--- src/rtl/hed_pkg.sv ---
// ----------------------------------------------------------------------------
// hed_pkg
// Shared types, character codes and helper functions for the entity decoder.
// ----------------------------------------------------------------------------
package hed_pkg;

    // character codes
    localparam logic [7:0] CH_AMP   = 8'h26;
    localparam logic [7:0] CH_SEMI  = 8'h3B;
    localparam logic [7:0] CH_HASH  = 8'h23;
    localparam logic [7:0] CH_LT    = 8'h3C;
    localparam logic [7:0] CH_GT    = 8'h3E;
    localparam logic [7:0] CH_QUOT  = 8'h22;
    localparam logic [7:0] CH_APOS  = 8'h27;
    localparam logic [7:0] CH_QMARK = 8'h3F;
    localparam logic [7:0] CH_X_LO  = 8'h78;
    localparam logic [7:0] CH_X_UP  = 8'h58;
    localparam logic [7:0] CH_0     = 8'h30;
    localparam logic [7:0] CH_9     = 8'h39;
    localparam logic [7:0] CH_A_LO  = 8'h61;
    localparam logic [7:0] CH_F_LO  = 8'h66;
    localparam logic [7:0] CH_A_UP  = 8'h41;
    localparam logic [7:0] CH_F_UP  = 8'h46;

    // code point handling
    localparam int CP_W = 17;
    localparam logic [CP_W-1:0] CP_2B_MIN = 17'h00080;
    localparam logic [CP_W-1:0] CP_3B_MIN = 17'h00800;
    localparam logic [CP_W-1:0] CP_SAT    = 17'h10000;
    localparam logic [7:0] UTF_LEAD2 = 8'hC0;
    localparam logic [7:0] UTF_LEAD3 = 8'hE0;
    localparam logic [7:0] UTF_CONT  = 8'h80;
    localparam logic [5:0] UTF_MASK  = 6'h3F;

    // output byte source
    typedef logic [2:0] emit_sel_t;
    localparam emit_sel_t EMIT_IN   = 3'd0;
    localparam emit_sel_t EMIT_AMP  = 3'd1;
    localparam emit_sel_t EMIT_SEMI = 3'd2;
    localparam emit_sel_t EMIT_HELD = 3'd3;
    localparam emit_sel_t EMIT_NAME = 3'd4;
    localparam emit_sel_t EMIT_UTF  = 3'd5;

    // source of the verbatim end index
    typedef logic [1:0] end_sel_t;
    localparam end_sel_t END_CNT  = 2'd0;
    localparam end_sel_t END_CNT1 = 2'd1;
    localparam end_sel_t END_WIN  = 2'd2;

    typedef struct packed {
        logic      in_ready;
        logic      emit;
        emit_sel_t emit_sel;
        logic      emit_final;
        logic      hold_wr;
        logic      ovr_wr;
        logic      copy_wr;
        logic      open_ent;
        logic      close_ent;
        logic      ptr_clr;
        logic      ptr_inc;
        logic      parse_init;
        logic      cp_step;
        logic      end_load;
        end_sel_t  end_sel;
        logic      semi_set;
    } hed_cmd_t;

    typedef struct packed {
        logic in_valid;
        logic in_amp;
        logic in_semi;
        logic in_last;
        logic in_entity;
        logic cnt_full;
        logic out_free;
        logic name_hit;
        logic is_num;
        logic digit_ok;
        logic utf_last;
        logic end_zero;
        logic semi;
        logic ptr_at_end;
        logic ptr_last;
        logic amp_here;
        logic amp_next;
        logic amp0;
    } hed_stat_t;

    // {valid, value} of one digit
    function automatic logic [4:0] digit_decode(input logic [7:0] c, input logic hex);
        logic [4:0] r;
        r = '0;
        if (c >= CH_0 && c <= CH_9)
            r = {1'b1, 4'(c - CH_0)};
        else if (hex && c >= CH_A_LO && c <= CH_F_LO)
            r = {1'b1, 4'(c - CH_A_LO + 8'd10)};
        else if (hex && c >= CH_A_UP && c <= CH_F_UP)
            r = {1'b1, 4'(c - CH_A_UP + 8'd10)};
        return r;
    endfunction

    function automatic logic [1:0] utf8_len(input logic [CP_W-1:0] cp);
        logic [1:0] n;
        if (cp < CP_2B_MIN)
            n = 2'd1;
        else if (cp < CP_3B_MIN)
            n = 2'd2;
        else if (cp < CP_SAT)
            n = 2'd3;
        else
            n = 2'd1;
        return n;
    endfunction

    function automatic logic [7:0] utf8_byte(input logic [CP_W-1:0] cp, input logic [1:0] idx);
        logic [7:0] b;
        if (cp < CP_2B_MIN)
            b = cp[7:0];
        else if (cp < CP_3B_MIN)
            b = (idx == 2'd0) ? (UTF_LEAD2 | {3'b000, cp[10:6]})
                              : (UTF_CONT | {2'b00, cp[5:0] & UTF_MASK});
        else if (cp < CP_SAT)
        begin
            if (idx == 2'd0)
                b = UTF_LEAD3 | {4'b0000, cp[15:12]};
            else if (idx == 2'd1)
                b = UTF_CONT | {2'b00, cp[11:6] & UTF_MASK};
            else
                b = UTF_CONT | {2'b00, cp[5:0] & UTF_MASK};
        end
        else
            b = CH_QMARK;
        return b;
    endfunction

endpackage

--- src/rtl/hed_in_if.sv ---
// ----------------------------------------------------------------------------
// hed_in_if
// Input byte channel: valid/ready handshake with the text byte and end mark.
// ----------------------------------------------------------------------------
interface hed_in_if;
    logic       valid;
    logic       ready;
    logic [7:0] in_byte;
    logic       last_in;

    modport source (output valid, output in_byte, output last_in, input ready);
    modport sink   (input valid, input in_byte, input last_in, output ready);
endinterface

--- src/rtl/hed_out_if.sv ---
// ----------------------------------------------------------------------------
// hed_out_if
// Output byte channel: valid/ready handshake with decoded byte and end marks.
// ----------------------------------------------------------------------------
interface hed_out_if;
    logic       valid;
    logic       ready;
    logic [7:0] out_byte;
    logic       run_last;
    logic       stream_last;

    modport source (output valid, output out_byte, output run_last, output stream_last,
                    input ready);
    modport sink   (input valid, input out_byte, input run_last, input stream_last,
                    output ready);
endinterface

--- src/rtl/hed_ctrl.sv ---
// ----------------------------------------------------------------------------
// hed_ctrl
// Sequencer for the entity decoder: accepts bytes and steps the datapath.
// ----------------------------------------------------------------------------
module hed_ctrl
(
    input  logic              clk,
    input  logic              rst_n,
    input  hed_pkg::hed_stat_t stat,
    output hed_pkg::hed_cmd_t  cmd
);

    localparam logic [3:0] S_IDLE  = 4'd0;
    localparam logic [3:0] S_CLASS = 4'd1;
    localparam logic [3:0] S_PARSE = 4'd2;
    localparam logic [3:0] S_UTF   = 4'd3;
    localparam logic [3:0] S_AMPV  = 4'd4;
    localparam logic [3:0] S_BODY  = 4'd5;
    localparam logic [3:0] S_SEMI  = 4'd6;
    localparam logic [3:0] S_AMPS  = 4'd7;
    localparam logic [3:0] S_SCAN  = 4'd8;
    localparam logic [3:0] S_COPY  = 4'd9;

    logic [3:0] state_reg;
    logic [3:0] state_next;

    always_ff @(posedge clk or negedge rst_n)
    begin
        if (!rst_n)
            state_reg <= S_IDLE;
        else
            state_reg <= state_next;
    end

    always_comb
    begin
        cmd        = '0;
        state_next = state_reg;
        unique case (state_reg)
            S_IDLE:
            begin
                cmd.in_ready = stat.out_free;
                if (stat.in_valid && stat.out_free)
                begin
                    if (!stat.in_entity)
                    begin
                        if (!stat.in_amp)
                        begin
                            cmd.emit       = 1'b1;
                            cmd.emit_sel   = hed_pkg::EMIT_IN;
                            cmd.emit_final = 1'b1;
                        end
                        else if (stat.in_last)
                        begin
                            cmd.emit       = 1'b1;
                            cmd.emit_sel   = hed_pkg::EMIT_AMP;
                            cmd.emit_final = 1'b1;
                        end
                        else
                            cmd.open_ent = 1'b1;
                    end
                    else if (stat.in_semi)
                        state_next = S_CLASS;
                    else if (!stat.cnt_full)
                    begin
                        cmd.hold_wr = 1'b1;
                        if (stat.in_last)
                        begin
                            cmd.end_load = 1'b1;
                            cmd.end_sel  = hed_pkg::END_CNT1;
                            state_next   = S_AMPV;
                        end
                    end
                    else
                    begin
                        cmd.ovr_wr = 1'b1;
                        if (stat.in_last)
                        begin
                            cmd.end_load = 1'b1;
                            cmd.end_sel  = hed_pkg::END_WIN;
                            state_next   = S_AMPV;
                        end
                        else
                            state_next = S_AMPS;
                    end
                end
            end
            S_CLASS:
            begin
                if (stat.name_hit)
                begin
                    if (stat.out_free)
                    begin
                        cmd.emit       = 1'b1;
                        cmd.emit_sel   = hed_pkg::EMIT_NAME;
                        cmd.emit_final = 1'b1;
                        cmd.close_ent  = 1'b1;
                        state_next     = S_IDLE;
                    end
                end
                else if (stat.is_num)
                begin
                    cmd.parse_init = 1'b1;
                    state_next     = S_PARSE;
                end
                else
                begin
                    cmd.end_load = 1'b1;
                    cmd.end_sel  = hed_pkg::END_CNT;
                    cmd.semi_set = 1'b1;
                    state_next   = S_AMPV;
                end
            end
            S_PARSE:
            begin
                if (stat.digit_ok)
                begin
                    cmd.cp_step = 1'b1;
                    cmd.ptr_inc = 1'b1;
                end
                else
                begin
                    cmd.ptr_clr = 1'b1;
                    state_next  = S_UTF;
                end
            end
            S_UTF:
            begin
                if (stat.out_free)
                begin
                    cmd.emit       = 1'b1;
                    cmd.emit_sel   = hed_pkg::EMIT_UTF;
                    cmd.emit_final = stat.utf_last;
                    cmd.ptr_inc    = 1'b1;
                    if (stat.utf_last)
                    begin
                        cmd.close_ent = 1'b1;
                        state_next    = S_IDLE;
                    end
                end
            end
            S_AMPV:
            begin
                if (stat.out_free)
                begin
                    cmd.emit     = 1'b1;
                    cmd.emit_sel = hed_pkg::EMIT_AMP;
                    cmd.ptr_clr  = 1'b1;
                    state_next   = stat.end_zero ? S_SEMI : S_BODY;
                end
            end
            S_BODY:
            begin
                if (stat.out_free)
                begin
                    cmd.emit       = 1'b1;
                    cmd.emit_sel   = hed_pkg::EMIT_HELD;
                    cmd.emit_final = !stat.semi && stat.ptr_at_end;
                    cmd.ptr_inc    = 1'b1;
                    if (stat.ptr_at_end)
                    begin
                        if (stat.semi)
                            state_next = S_SEMI;
                        else
                        begin
                            cmd.close_ent = 1'b1;
                            state_next    = S_IDLE;
                        end
                    end
                end
            end
            S_SEMI:
            begin
                if (stat.out_free)
                begin
                    cmd.emit       = 1'b1;
                    cmd.emit_sel   = hed_pkg::EMIT_SEMI;
                    cmd.emit_final = 1'b1;
                    cmd.close_ent  = 1'b1;
                    state_next     = S_IDLE;
                end
            end
            S_AMPS:
            begin
                if (stat.out_free)
                begin
                    cmd.emit       = 1'b1;
                    cmd.emit_sel   = hed_pkg::EMIT_AMP;
                    cmd.emit_final = stat.amp0;
                    cmd.ptr_clr    = 1'b1;
                    state_next     = S_SCAN;
                end
            end
            S_SCAN:
            begin
                if (stat.amp_here)
                begin
                    cmd.open_ent = 1'b1;
                    cmd.ptr_inc  = 1'b1;
                    state_next   = stat.ptr_last ? S_IDLE : S_COPY;
                end
                else if (stat.out_free)
                begin
                    cmd.emit       = 1'b1;
                    cmd.emit_sel   = hed_pkg::EMIT_HELD;
                    cmd.emit_final = stat.amp_next;
                    cmd.ptr_inc    = 1'b1;
                    if (stat.ptr_last)
                    begin
                        cmd.close_ent = 1'b1;
                        state_next    = S_IDLE;
                    end
                end
            end
            S_COPY:
            begin
                cmd.copy_wr = 1'b1;
                cmd.ptr_inc = 1'b1;
                if (stat.ptr_last)
                    state_next = S_IDLE;
            end
            default:
                state_next = S_IDLE;
        endcase
    end

endmodule

--- src/rtl/hed_datapath.sv ---
// ----------------------------------------------------------------------------
// hed_datapath
// Held-byte window, code point accumulator and output register.
// ----------------------------------------------------------------------------
module hed_datapath
#(
    parameter int ENTITY_WINDOW = 10
)
(
    input  logic               clk,
    input  logic               rst_n,
    hed_in_if.sink             in_ch,
    hed_out_if.source          out_ch,
    input  hed_pkg::hed_cmd_t  cmd,
    output hed_pkg::hed_stat_t stat
);

    localparam int CW = $clog2(ENTITY_WINDOW);
    localparam int EW = $clog2(ENTITY_WINDOW + 1);
    localparam int CPW = hed_pkg::CP_W;
    localparam logic [CW-1:0] IDX_LAST = CW'(ENTITY_WINDOW - 1);
    localparam logic [EW-1:0] END_WIN_VAL = EW'(ENTITY_WINDOW);

    logic [7:0]          held_reg [ENTITY_WINDOW];
    logic [CW-1:0]       held_cnt_reg, held_cnt_next;
    logic                in_entity_reg, in_entity_next;
    logic [CW-1:0]       ptr_reg, ptr_next;
    logic [EW-1:0]       end_reg, end_next;
    logic                semi_reg, semi_next;
    logic [CPW-1:0]      cp_reg, cp_next;
    logic                base16_reg, base16_next;
    logic                last_reg, last_next;
    logic                out_valid_reg, out_valid_next;
    logic [7:0]          out_byte_reg, out_byte_next;
    logic                run_last_reg, run_last_next;
    logic                stream_last_reg, stream_last_next;

    logic                take;
    logic                out_free;
    logic                held_we;
    logic [CW-1:0]       held_wa;
    logic [7:0]          held_wd;
    logic [7:0]          rd_byte;
    logic [ENTITY_WINDOW-1:0] amp_vec;
    logic [ENTITY_WINDOW-1:0] amp_sh;
    logic [4:0]          cnt_ext;
    logic                hit_amp, hit_lt, hit_gt, hit_quot, hit_apos;
    logic [7:0]          name_char;
    logic                hex_ref;
    logic [4:0]          dig;
    logic [20:0]         cp_mul;
    logic [20:0]         cp_sum;
    logic [1:0]          utf_len;
    logic [7:0]          emit_byte;

    assign take      = in_ch.valid && in_ch.ready;
    assign out_free  = !out_valid_reg || out_ch.ready;
    assign in_ch.ready = cmd.in_ready;

    // held window: one write port, one read port at ptr
    assign held_we = cmd.hold_wr || cmd.ovr_wr || cmd.copy_wr;
    assign held_wa = cmd.ovr_wr ? IDX_LAST : held_cnt_reg;
    assign held_wd = cmd.copy_wr ? rd_byte : in_ch.in_byte;
    assign rd_byte = held_reg[ptr_reg];

    always_ff @(posedge clk)
    begin
        if (held_we)
            held_reg[held_wa] <= held_wd;
    end

    always_comb
    begin
        for (int i = 0; i < ENTITY_WINDOW; i++)
            amp_vec[i] = (held_reg[i] == hed_pkg::CH_AMP);
    end
    assign amp_sh = amp_vec >> ptr_reg;

    // named references
    assign cnt_ext  = 5'(held_cnt_reg);
    assign hit_amp  = (cnt_ext == 5'd3) && held_reg[0] == "a" && held_reg[1] == "m"
                      && held_reg[2] == "p";
    assign hit_lt   = (cnt_ext == 5'd2) && held_reg[0] == "l" && held_reg[1] == "t";
    assign hit_gt   = (cnt_ext == 5'd2) && held_reg[0] == "g" && held_reg[1] == "t";
    assign hit_quot = (cnt_ext == 5'd4) && held_reg[0] == "q" && held_reg[1] == "u"
                      && held_reg[2] == "o" && held_reg[3] == "t";
    assign hit_apos = (cnt_ext == 5'd4) && held_reg[0] == "a" && held_reg[1] == "p"
                      && held_reg[2] == "o" && held_reg[3] == "s";

    always_comb
    begin
        priority if (hit_amp)
            name_char = hed_pkg::CH_AMP;
        else if (hit_lt)
            name_char = hed_pkg::CH_LT;
        else if (hit_gt)
            name_char = hed_pkg::CH_GT;
        else if (hit_quot)
            name_char = hed_pkg::CH_QUOT;
        else
            name_char = hed_pkg::CH_APOS;
    end

    // numeric references
    assign hex_ref = (cnt_ext > 5'd1)
                     && (held_reg[1] == hed_pkg::CH_X_LO || held_reg[1] == hed_pkg::CH_X_UP);
    assign dig     = hed_pkg::digit_decode(rd_byte, base16_reg);
    assign cp_mul  = base16_reg ? {cp_reg, 4'b0000}
                                : (21'({cp_reg, 3'b000}) + 21'({cp_reg, 1'b0}));
    assign cp_sum  = cp_mul + 21'(dig[3:0]);
    assign utf_len = hed_pkg::utf8_len(cp_reg);

    always_comb
    begin
        unique case (cmd.emit_sel)
            hed_pkg::EMIT_IN:   emit_byte = in_ch.in_byte;
            hed_pkg::EMIT_AMP:  emit_byte = hed_pkg::CH_AMP;
            hed_pkg::EMIT_SEMI: emit_byte = hed_pkg::CH_SEMI;
            hed_pkg::EMIT_HELD: emit_byte = rd_byte;
            hed_pkg::EMIT_NAME: emit_byte = name_char;
            hed_pkg::EMIT_UTF:  emit_byte = hed_pkg::utf8_byte(cp_reg, ptr_reg[1:0]);
            default:            emit_byte = hed_pkg::CH_QMARK;
        endcase
    end

    always_comb
    begin
        held_cnt_next    = held_cnt_reg;
        in_entity_next   = in_entity_reg;
        ptr_next         = ptr_reg;
        end_next         = end_reg;
        semi_next        = semi_reg;
        cp_next          = cp_reg;
        base16_next      = base16_reg;
        last_next        = last_reg;
        out_valid_next   = out_valid_reg;
        out_byte_next    = out_byte_reg;
        run_last_next    = run_last_reg;
        stream_last_next = stream_last_reg;

        if (cmd.close_ent)
        begin
            held_cnt_next  = '0;
            in_entity_next = 1'b0;
        end
        else if (cmd.open_ent)
        begin
            held_cnt_next  = '0;
            in_entity_next = 1'b1;
        end
        else if (cmd.hold_wr || cmd.copy_wr)
            held_cnt_next = held_cnt_reg + CW'(1);

        if (cmd.parse_init)
            ptr_next = hex_ref ? CW'(2) : CW'(1);
        else if (cmd.ptr_clr)
            ptr_next = '0;
        else if (cmd.ptr_inc && ptr_reg != IDX_LAST)
            ptr_next = ptr_reg + CW'(1);

        if (cmd.parse_init)
        begin
            cp_next     = '0;
            base16_next = hex_ref;
        end
        else if (cmd.cp_step)
            cp_next = (cp_sum > 21'(hed_pkg::CP_SAT)) ? hed_pkg::CP_SAT : cp_sum[CPW-1:0];

        if (cmd.end_load)
        begin
            semi_next = cmd.semi_set;
            unique case (cmd.end_sel)
                hed_pkg::END_CNT:  end_next = EW'(held_cnt_reg);
                hed_pkg::END_CNT1: end_next = EW'(held_cnt_reg) + EW'(1);
                hed_pkg::END_WIN:  end_next = END_WIN_VAL;
                default:           end_next = END_WIN_VAL;
            endcase
        end

        if (take)
            last_next = in_ch.last_in;

        if (cmd.emit)
        begin
            out_valid_next   = 1'b1;
            out_byte_next    = emit_byte;
            run_last_next    = cmd.emit_final;
            stream_last_next = cmd.emit_final && (take ? in_ch.last_in : last_reg);
        end
        else if (out_ch.ready)
            out_valid_next = 1'b0;
    end

    always_ff @(posedge clk or negedge rst_n)
    begin
        if (!rst_n)
        begin
            held_cnt_reg  <= '0;
            in_entity_reg <= 1'b0;
            ptr_reg       <= '0;
            out_valid_reg <= 1'b0;
        end
        else
        begin
            held_cnt_reg  <= held_cnt_next;
            in_entity_reg <= in_entity_next;
            ptr_reg       <= ptr_next;
            out_valid_reg <= out_valid_next;
        end
    end

    always_ff @(posedge clk)
    begin
        end_reg         <= end_next;
        semi_reg        <= semi_next;
        cp_reg          <= cp_next;
        base16_reg      <= base16_next;
        last_reg        <= last_next;
        out_byte_reg    <= out_byte_next;
        run_last_reg    <= run_last_next;
        stream_last_reg <= stream_last_next;
    end

    assign out_ch.valid       = out_valid_reg;
    assign out_ch.out_byte    = out_byte_reg;
    assign out_ch.run_last    = run_last_reg;
    assign out_ch.stream_last = stream_last_reg;

    assign stat.in_valid   = in_ch.valid;
    assign stat.in_amp     = (in_ch.in_byte == hed_pkg::CH_AMP);
    assign stat.in_semi    = (in_ch.in_byte == hed_pkg::CH_SEMI);
    assign stat.in_last    = in_ch.last_in;
    assign stat.in_entity  = in_entity_reg;
    assign stat.cnt_full   = (held_cnt_reg == IDX_LAST);
    assign stat.out_free   = out_free;
    assign stat.name_hit   = hit_amp || hit_lt || hit_gt || hit_quot || hit_apos;
    assign stat.is_num     = (held_cnt_reg != '0) && (held_reg[0] == hed_pkg::CH_HASH);
    assign stat.digit_ok   = (ptr_reg < held_cnt_reg) && dig[4];
    assign stat.utf_last   = (ptr_reg == CW'(utf_len - 2'd1));
    assign stat.end_zero   = (end_reg == '0);
    assign stat.semi       = semi_reg;
    assign stat.ptr_at_end = ((EW'(ptr_reg) + EW'(1)) == end_reg);
    assign stat.ptr_last   = (ptr_reg == IDX_LAST);
    assign stat.amp_here   = (rd_byte == hed_pkg::CH_AMP);
    assign stat.amp_next   = (ptr_reg == IDX_LAST) || amp_sh[1];
    assign stat.amp0       = amp_vec[0];

    // the output register is only loaded when its beat is gone or leaving
    a_emit_free: assert property (@(posedge clk) disable iff (!rst_n)
        cmd.emit |-> (!out_valid_reg || out_ch.ready))
        else $error("output register overwritten while holding a beat");

    a_cnt_range: assert property (@(posedge clk) disable iff (!rst_n)
        held_cnt_reg <= IDX_LAST)
        else $error("held count beyond window");

    a_idle_empty: assert property (@(posedge clk) disable iff (!rst_n)
        !in_entity_reg |-> (held_cnt_reg == '0))
        else $error("held bytes left with no open entity");

    a_stream_run: assert property (@(posedge clk) disable iff (!rst_n)
        (out_valid_reg && stream_last_reg) |-> run_last_reg)
        else $error("stream end marked on a beat that does not end its run");

endmodule

--- src/rtl/html_entity_decoder_top.sv ---
// ----------------------------------------------------------------------------
// html_entity_decoder_top
// Streaming HTML entity decoder with valid/ready byte channels.
// ----------------------------------------------------------------------------
// Text bytes enter on in_ch and decoded bytes leave on out_ch, one beat per
// byte. Ordinary bytes, an opening '&' and each byte held inside an open
// entity are taken at one per cycle while the output side keeps up. A ';'
// closing an entity leads to a classify state: a named reference emits its
// character, a numeric reference parses its digits up to the first non-digit
// and emits its code point (up to 3 bytes for UTF-8, 1 for '?'), and unknown
// text is emitted as '&', the held bytes and ';' (2 + held count bytes). A
// window overrun emits '&', then visits each of the ENTITY_WINDOW window
// bytes in turn: bytes ahead of a held '&' are emitted, that '&' opens a new
// entity and the bytes after it are moved down. With last_in set, an open
// entity is flushed as '&' plus the held bytes, one per cycle while the
// output side keeps up. During these sequences in_ch.ready is low; the
// single output register decides the pace whenever out_ch.ready drops.
// run_last marks the last beat caused by one input beat, stream_last that
// beat when the input carried last_in.
// ----------------------------------------------------------------------------
module html_entity_decoder_top
#(
    parameter int ENTITY_WINDOW = 10
)
(
    input  logic      clk,
    input  logic      rst_n,
    hed_in_if.sink    in_ch,
    hed_out_if.source out_ch
);

    // command and status between sequencer and datapath
    hed_pkg::hed_cmd_t  cmd;
    hed_pkg::hed_stat_t stat;

    // sequencer: idle intake, classify, digit parse, utf-8 out, verbatim
    // out, overrun rescan and window compaction
    hed_ctrl u_ctrl
    (
        .clk   (clk),
        .rst_n (rst_n),
        .stat  (stat),
        .cmd   (cmd)
    );

    // datapath: held window, code point accumulator, output register
    hed_datapath
    #(
        .ENTITY_WINDOW (ENTITY_WINDOW)
    )
    u_datapath
    (
        .clk    (clk),
        .rst_n  (rst_n),
        .in_ch  (in_ch),
        .out_ch (out_ch),
        .cmd    (cmd),
        .stat   (stat)
    );

endmodule
--- src/flat_wrapper.sv ---
// flat-port wrapper written by rule: the top's interface ports become plain ports
module html_entity_decoder_top_flat 
#(
    parameter int ENTITY_WINDOW = 10
)
  (clk, rst_n, in_ch_valid, in_ch_in_byte, in_ch_last_in, in_ch_ready, out_ch_valid, out_ch_out_byte, out_ch_run_last, out_ch_stream_last, out_ch_ready);
  hed_in_if in_ch_i ();
  hed_out_if out_ch_i ();
  input  logic clk;
  input  logic rst_n;
  input wire logic [$bits(in_ch_i.valid)-1:0] in_ch_valid;
  input wire logic [$bits(in_ch_i.in_byte)-1:0] in_ch_in_byte;
  input wire logic [$bits(in_ch_i.last_in)-1:0] in_ch_last_in;
  output wire logic [$bits(in_ch_i.ready)-1:0] in_ch_ready;
  output wire logic [$bits(out_ch_i.valid)-1:0] out_ch_valid;
  output wire logic [$bits(out_ch_i.out_byte)-1:0] out_ch_out_byte;
  output wire logic [$bits(out_ch_i.run_last)-1:0] out_ch_run_last;
  output wire logic [$bits(out_ch_i.stream_last)-1:0] out_ch_stream_last;
  input wire logic [$bits(out_ch_i.ready)-1:0] out_ch_ready;
  assign in_ch_i.valid = in_ch_valid;
  assign in_ch_i.in_byte = in_ch_in_byte;
  assign in_ch_i.last_in = in_ch_last_in;
  assign in_ch_ready = in_ch_i.ready;
  assign out_ch_valid = out_ch_i.valid;
  assign out_ch_out_byte = out_ch_i.out_byte;
  assign out_ch_run_last = out_ch_i.run_last;
  assign out_ch_stream_last = out_ch_i.stream_last;
  assign out_ch_i.ready = out_ch_ready;
  html_entity_decoder_top #(.ENTITY_WINDOW(ENTITY_WINDOW)) u_core (.clk(clk), .rst_n(rst_n), .in_ch(in_ch_i), .out_ch(out_ch_i));
endmodule
--- config.mk ---
export PLATFORM = sky130hd
export DESIGN_NAME = html_entity_decoder_top_flat
export DESIGN_NICKNAME = d
export VERILOG_FILES = /design/src/rtl/hed_pkg.sv /design/src/rtl/hed_in_if.sv /design/src/rtl/hed_out_if.sv /design/src/rtl/hed_ctrl.sv /design/src/rtl/hed_datapath.sv /design/src/rtl/html_entity_decoder_top.sv /design/src/flat_wrapper.sv
export SDC_FILE = /design/constraint.sdc
export NUM_CORES = 1
export LEC_CHECK = 0
export BUFFER_PORTS_ARGS = -buffer_cell sky130_fd_sc_hd__clkbuf_2
export CORE_MARGIN = 1.5
export CORE_UTILIZATION = 65
export CTS_BUF_LIST = sky130_fd_sc_hd__clkbuf_16
export DETAILED_ROUTE_END_ITERATION = 6
export MAX_ROUTING_LAYER = met4
export PLACE_DENSITY = 0.8
export RECOVER_POWER = 100
export SLEW_MARGIN = 20
export SYNTH_ARGS = -nofsm -noshare
export SYNTH_HDL_FRONTEND = slang
export SYNTH_SLANG_ARGS = --single-unit
--- constraint.sdc ---
create_clock -name clk -period 11.56 [get_ports clk]
set_clock_uncertainty 0.05 [all_clocks]
set_input_delay 3.468 -clock clk [delete_from_list [all_inputs] [get_ports clk]]
set_output_delay 3.468 -clock clk [all_outputs]
set_load 0.05 [all_outputs]
* After elaboration in Yosys (flattened, before gate mapping) *
Memories as Yosys holds them, arrays and structs flattened.
Cells that the tools add are included.

word-level totals
  register bits = 48
  bits in latches = 0
  memory bits (writable) = 80
  ROM bits = 0
  logic and storage cells = 271
  memories = 1

memories
  name                        words  bits a word  read ports  clocked after memory_dff  wr ports  RTL line            RTL
  u_core.u_datapath.held_reg  10     8            11          0                         1         hed_datapath.sv:24  logic [7:0] held_reg [ENTITY_WINDOW];

cells by class
  $add $sub $neg = 10
  multiply operators = 0
  div/mod/pow operators = 0
  order comparisons = 12
  equal/unequal tests = 63
  shifts and indexed selects = 1
  multiplexer cells = 116
  bitwise logic cells = 1
  reductions and logical operators = 54

operators by type and width
  operator              number
  $eq 8x6->1 const B    14
  $eq 8x7->1 const B    14
  $mux 4                28
  $mux 5                17
  $pmux 8 s6            1
  $pmux 4 s10           1
  $mux 1                33
  $mux 8                4
  $pmux 4 s8            1
  $logic_and 1x1->1     28
  $mux 3                9
  $add 20x18->21        1
  $add 21x4->21         1
  $gt 21x17->1 const B  1
  $mux 21               1
  $mux 7                3
  $eq 4x3->1 const B    5
  $mux 2                9
  $ne 2x2->1 const B    9
  $lt 17x12->1 const B  1
  $lt 17x17->1 const B  1
  $lt 17x8->1 const B   1
  $mux 17               1
  $eq 4x2->1 const B    4
  other kinds (39)      69

* Depth between registers and ports, before layout *
An unclocked memory read counts as a cell.

  depth in word-level cells = 14
  gate-level depth with buffers = 25
  gate-level depth less buffers = 23

* Modules after synthesis *
A second synthesis with hierarchy kept.

second synthesis, totals
  cell total of the unflattened synthesis = 1,014
  area total of the unflattened synthesis = 10,933.0 um^2

modules (own cells, without submodules)
  module        times used  cells an instance  area each (um^2)  sequential area each (um^2)
  hed_datapath  1           890                10,084.7          4,934.7
  hed_ctrl      1           124                848.3             100.1

* Worst setup path after synthesis *
OpenSTA, ideal clock, no wires.

  path type = in2out
  start point = input port out_ch_ready
  end point = output port in_ch_ready
  arrival time = 4.864 ns
  data required time = 8.042 ns
  path slack = 3.178 ns
  stages = 3
  cells stage by stage = nor2b_1 > clkbuf_1 > nor3_1

on the way
  cells in the longest elaborated chain, start to end = 2

RTL lines
  element             RTL line            RTL
  start: declaration  flat_wrapper.sv:19  input wire logic [$bits(out_ch_i.ready)-1:0] out_ch_ready;
  $logic_or 1x1->1    hed_datapath.sv:57  assign out_free = !out_valid_reg || out_ch.ready;
  $mux 1              hed_ctrl.sv:39      unique case (state_reg)
  end: declaration    flat_wrapper.sv:14  output wire logic [$bits(in_ch_i.ready)-1:0] in_ch_ready;

Every way passes these cells.

* Worst setup path after layout *
  start point = register u_core.u_datapath.ptr_reg[0]
  end point = register u_core.u_datapath.cp_reg[16]

on the way
  cells in the longest elaborated chain, start to end = 10
  elaborated cells on any way between the ends = 27

RTL lines
  element                                                 RTL line             RTL
  start: declaration                                      hed_datapath.sv:27   logic [CW-1:0] ptr_reg, ptr_next;
  start signal: assignment                                hed_datapath.sv:207  ptr_reg <= ptr_next;
  branches (longest 10 deep; another with $add 21x4->21)  -
  end signal: assignment                                  hed_datapath.sv:216  cp_reg <= cp_next;
  end: declaration                                        hed_datapath.sv:30   logic [CPW-1:0] cp_reg, cp_next;

Several ways; the timed one is not identified.
A chain may end at the register's enable or synchronous reset.

==> reports/qor.yml <==
status: "finished, violations left"
violations: "max-capacitance violations, max-slew violations"
arrival_ns: 9.05
seqPwrFrac_pct: 39.8
whs_ns: 0.424
cap_viol_max_count: 2
grt_usage_pct: 34.2
worst-slew-pin-transition_ns: 3.04
start_kind: "flip-flop"
crit_required_ns: 11.80
power.density_nw_per_um2: 180
vias: 8240
critical_path.max_fanout: 41
reg2reg_slack_ns: 2.75
r2r-end: "u_core.u_datapath.cp_reg[16]"
cts_made_buffers: 17
hold_path.class: "reg -> reg"
final_hold_viol_count: 0
peakVddDrop_mv: 0.127
grt_pass1_vias: 7439
largest_reg_flops: 128
cts.sinks: 176
r2r_start: "u_core.u_datapath.ptr_reg[0]"
wl_per_cell_um: 22.9
cts_tree: "done"
drt_first_pass_iters: 6
p_sw_mw: 0.742
drt_wl_total_mm: 27.1
synth_top_area_share_pct: 41.2
synth_area_leader_cell: "edfxtp_1"
grt-ovfl-total: 0
hpwl_mm: 19.1
grt_start_max_net_pins: 42
yosys_warnings: 0
rsz0062_at_grt: "no"
finalCriticalPeriod_ns: 8.81
r2r_cells: 18
die_area_um2: 16900
holdPathStages: 1
num_antenna_cells: 0
clk_pin_slew_ns: 0.07
syn_avg_cell_area_um2: 11.2
setup_violations: 0
clock-root-buffer: "clkbuf_16"
ys_seq_area_share_pct: 48.0
drc: 0
num_rows: 46
cts_buffer_depth: 2
synthCells: 940
synth_area_um2: 10500
worstSetupEndpointType: "flip-flop"
cts-htree-levels: 4
fmax_mhz: 114
p_clk_share_pct: 27.3
whs_endpoint: "u_core.u_datapath.last_reg"
combPwrFrac_pct: 32.9
synth_cell_types: 94
layout-drive-gt1-share_pct: 9.40
setup_tns_ns: 0
period_share_pct: 76.2
nets: 1003
max-slew-margin-rel_pct: -103
antenna_found_initial: 0
final_antenna_net_count: 0
clk_latency_ns: 0.44
die-height_um: 130
avgViaCountPerCell: 6.96
crit_type: "reg -> reg"
grt_pass1_wl_mm: 41.6
synth_nets: 988
async_flop_share_pct: 7.95
start_util_pct: 66.3
coreArea_um2: 15800
synth-seq-cells: 176
synth-edff-count: 144
yosys_most_used_dff: "edfxtp_1"
p_int_mw: 1.28
ctsResizeCount: 0
num_io_pins: 25
slew_viol_final: 59
layout_common_cells: "144 x edfxtp_1, 89 x nand2_1, 77 x nor2_1, 57 x o21ai_0, 33 x ha_1"
die_x_um: 130
hp-start: "u_core.u_datapath.last_reg"
final_common_cell: "edfxtp_1"
hold_buffers: 0
post_cts_buffers: 0
swShare_pct: 36.6
drt_iter0_drc: 1034
area_growth_pct: 7.22
port_buffers: 24
globalplace.congestion: 1.02
netlist_top_cells_area: "edfxtp_1 41%, mux4_2 6.7%, ha_1 3.9%"
leakage_nw: 3.86
-- critical path, cell delays in order, from the launching register on --
cell and delay (ns):
dfrtp_2 0.34, clkbuf_1 2.13, clkinv_1 1.27, or3_1 0.62, nand4_1 0.22, a211oi_1 0.14
nor4b_1 0.81, a22o_1 0.25, ha_1 0.16, inv_1 0.05, fa_1 0.39, nor2b_1 0.18
nor2_1 0.11, nor4_1 0.64, nand2_1 0.19, nor3_1 0.30, mux2i_1 0.36, and3_1 0.31
a211oi_1 0.11
-- logic make-up after synthesis --
kind of cell	synth area share (%)
flops	48.0
buf+inv	2.47
fa+ha+maj	4.32
compound gates	15.9
xor+xnor	2.34
simple gates	18.2
mux	8.71
-- Yosys cell counts (13+ instances only) --
| cell type | count |
|---|---|
| a211oi_1 | 13 |
| a21o_1 | 14 |
| a21oi_1 | 29 |
| a22o_1 | 13 |
| a31oi_1 | 14 |
| clkbuf_1 | 23 |
| dfrtp_1 | 14 |
| dfxtp_1 | 18 |
| edfxtp_1 | 144 |
| ha_1 | 33 |
| inv_1 | 22 |
| mux4_2 | 31 |
| nand2_1 | 89 |
| nand2b_1 | 13 |
| nand3_1 | 28 |
| nand4_1 | 15 |
| nor2_1 | 78 |
| nor2b_1 | 23 |
| nor3_1 | 26 |
| o21ai_0 | 43 |
| xnor2_1 | 17 |
-- worst max path at each step --
stage          slack (ns)                            to                         start  cells after the start
2_1_floorplan        3.18                   in_ch_ready                  out_ch_ready                      3
4_1_cts              3.49                   in_ch_ready                  out_ch_ready                      4
3_3_place_gp         3.56                   in_ch_ready                  out_ch_ready                      4
5_1_grt              2.03   u_core.u_datapath.cp_reg[2]  u_core.u_datapath.ptr_reg[0]                     18
3_5_place_dp         3.50                   in_ch_ready                  out_ch_ready                      4
6_report             2.75  u_core.u_datapath.cp_reg[16]  u_core.u_datapath.ptr_reg[0]                     18
-- metrics by stage --
step | cells | power (mW) | setup WS [ns] | area (µm²) | utilization, %
after global routing | 1184 | 2.11 | 2.03 | 11200 | 71.0
final | 1184 | 2.03 | 2.75 | 11200 | 71.0
after global placement | 1152 | 1.48 | 3.56 | 10800 | 68.1
after floorplan | 940 | 1.33 | 3.18 | 10500 | -
after detailed placement | 1152 | 1.48 | 3.50 | 10800 | 68.1
after CTS | 1184 | 2.03 | 3.49 | 11300 | 71.7
-- final cells by class --
| type | instances | area, µm² |
|---|---|---|
| clock inverters | 15 | 133 |
| fillers | 1190 | 4580 |
| clock buffers | 17 | 425 |
| inverters | 25 | 93.8 |
| repair buffers | 33 | 138 |
| well taps | 216 | 270 |
| flip-flops and latches | 176 | 5040 |
| multi-input cells | 702 | 5150 |
-- per-layer routing --
metal	GRT usage [%]	wire, µm	vias up
li1	-	-	3721
met1	46.0	11500	3975
met2	52.3	12400	447
met3	6.72	2320	97
met4	12.0	889	0
met5	-	0	-
-- power groups by stage --
stage / combinational (mW) / sequential, mW / clock, mW
final: 0.667 / 0.807 / 0.552
after floorplan: 0.470 / 0.862 / 0
after CTS: 0.668 / 0.804 / 0.555
after global placement: 0.658 / 0.818 / 0
after global routing: 0.720 / 0.814 / 0.581
after detailed placement: 0.663 / 0.818 / 0
Power figures use the tool's default switching activity.
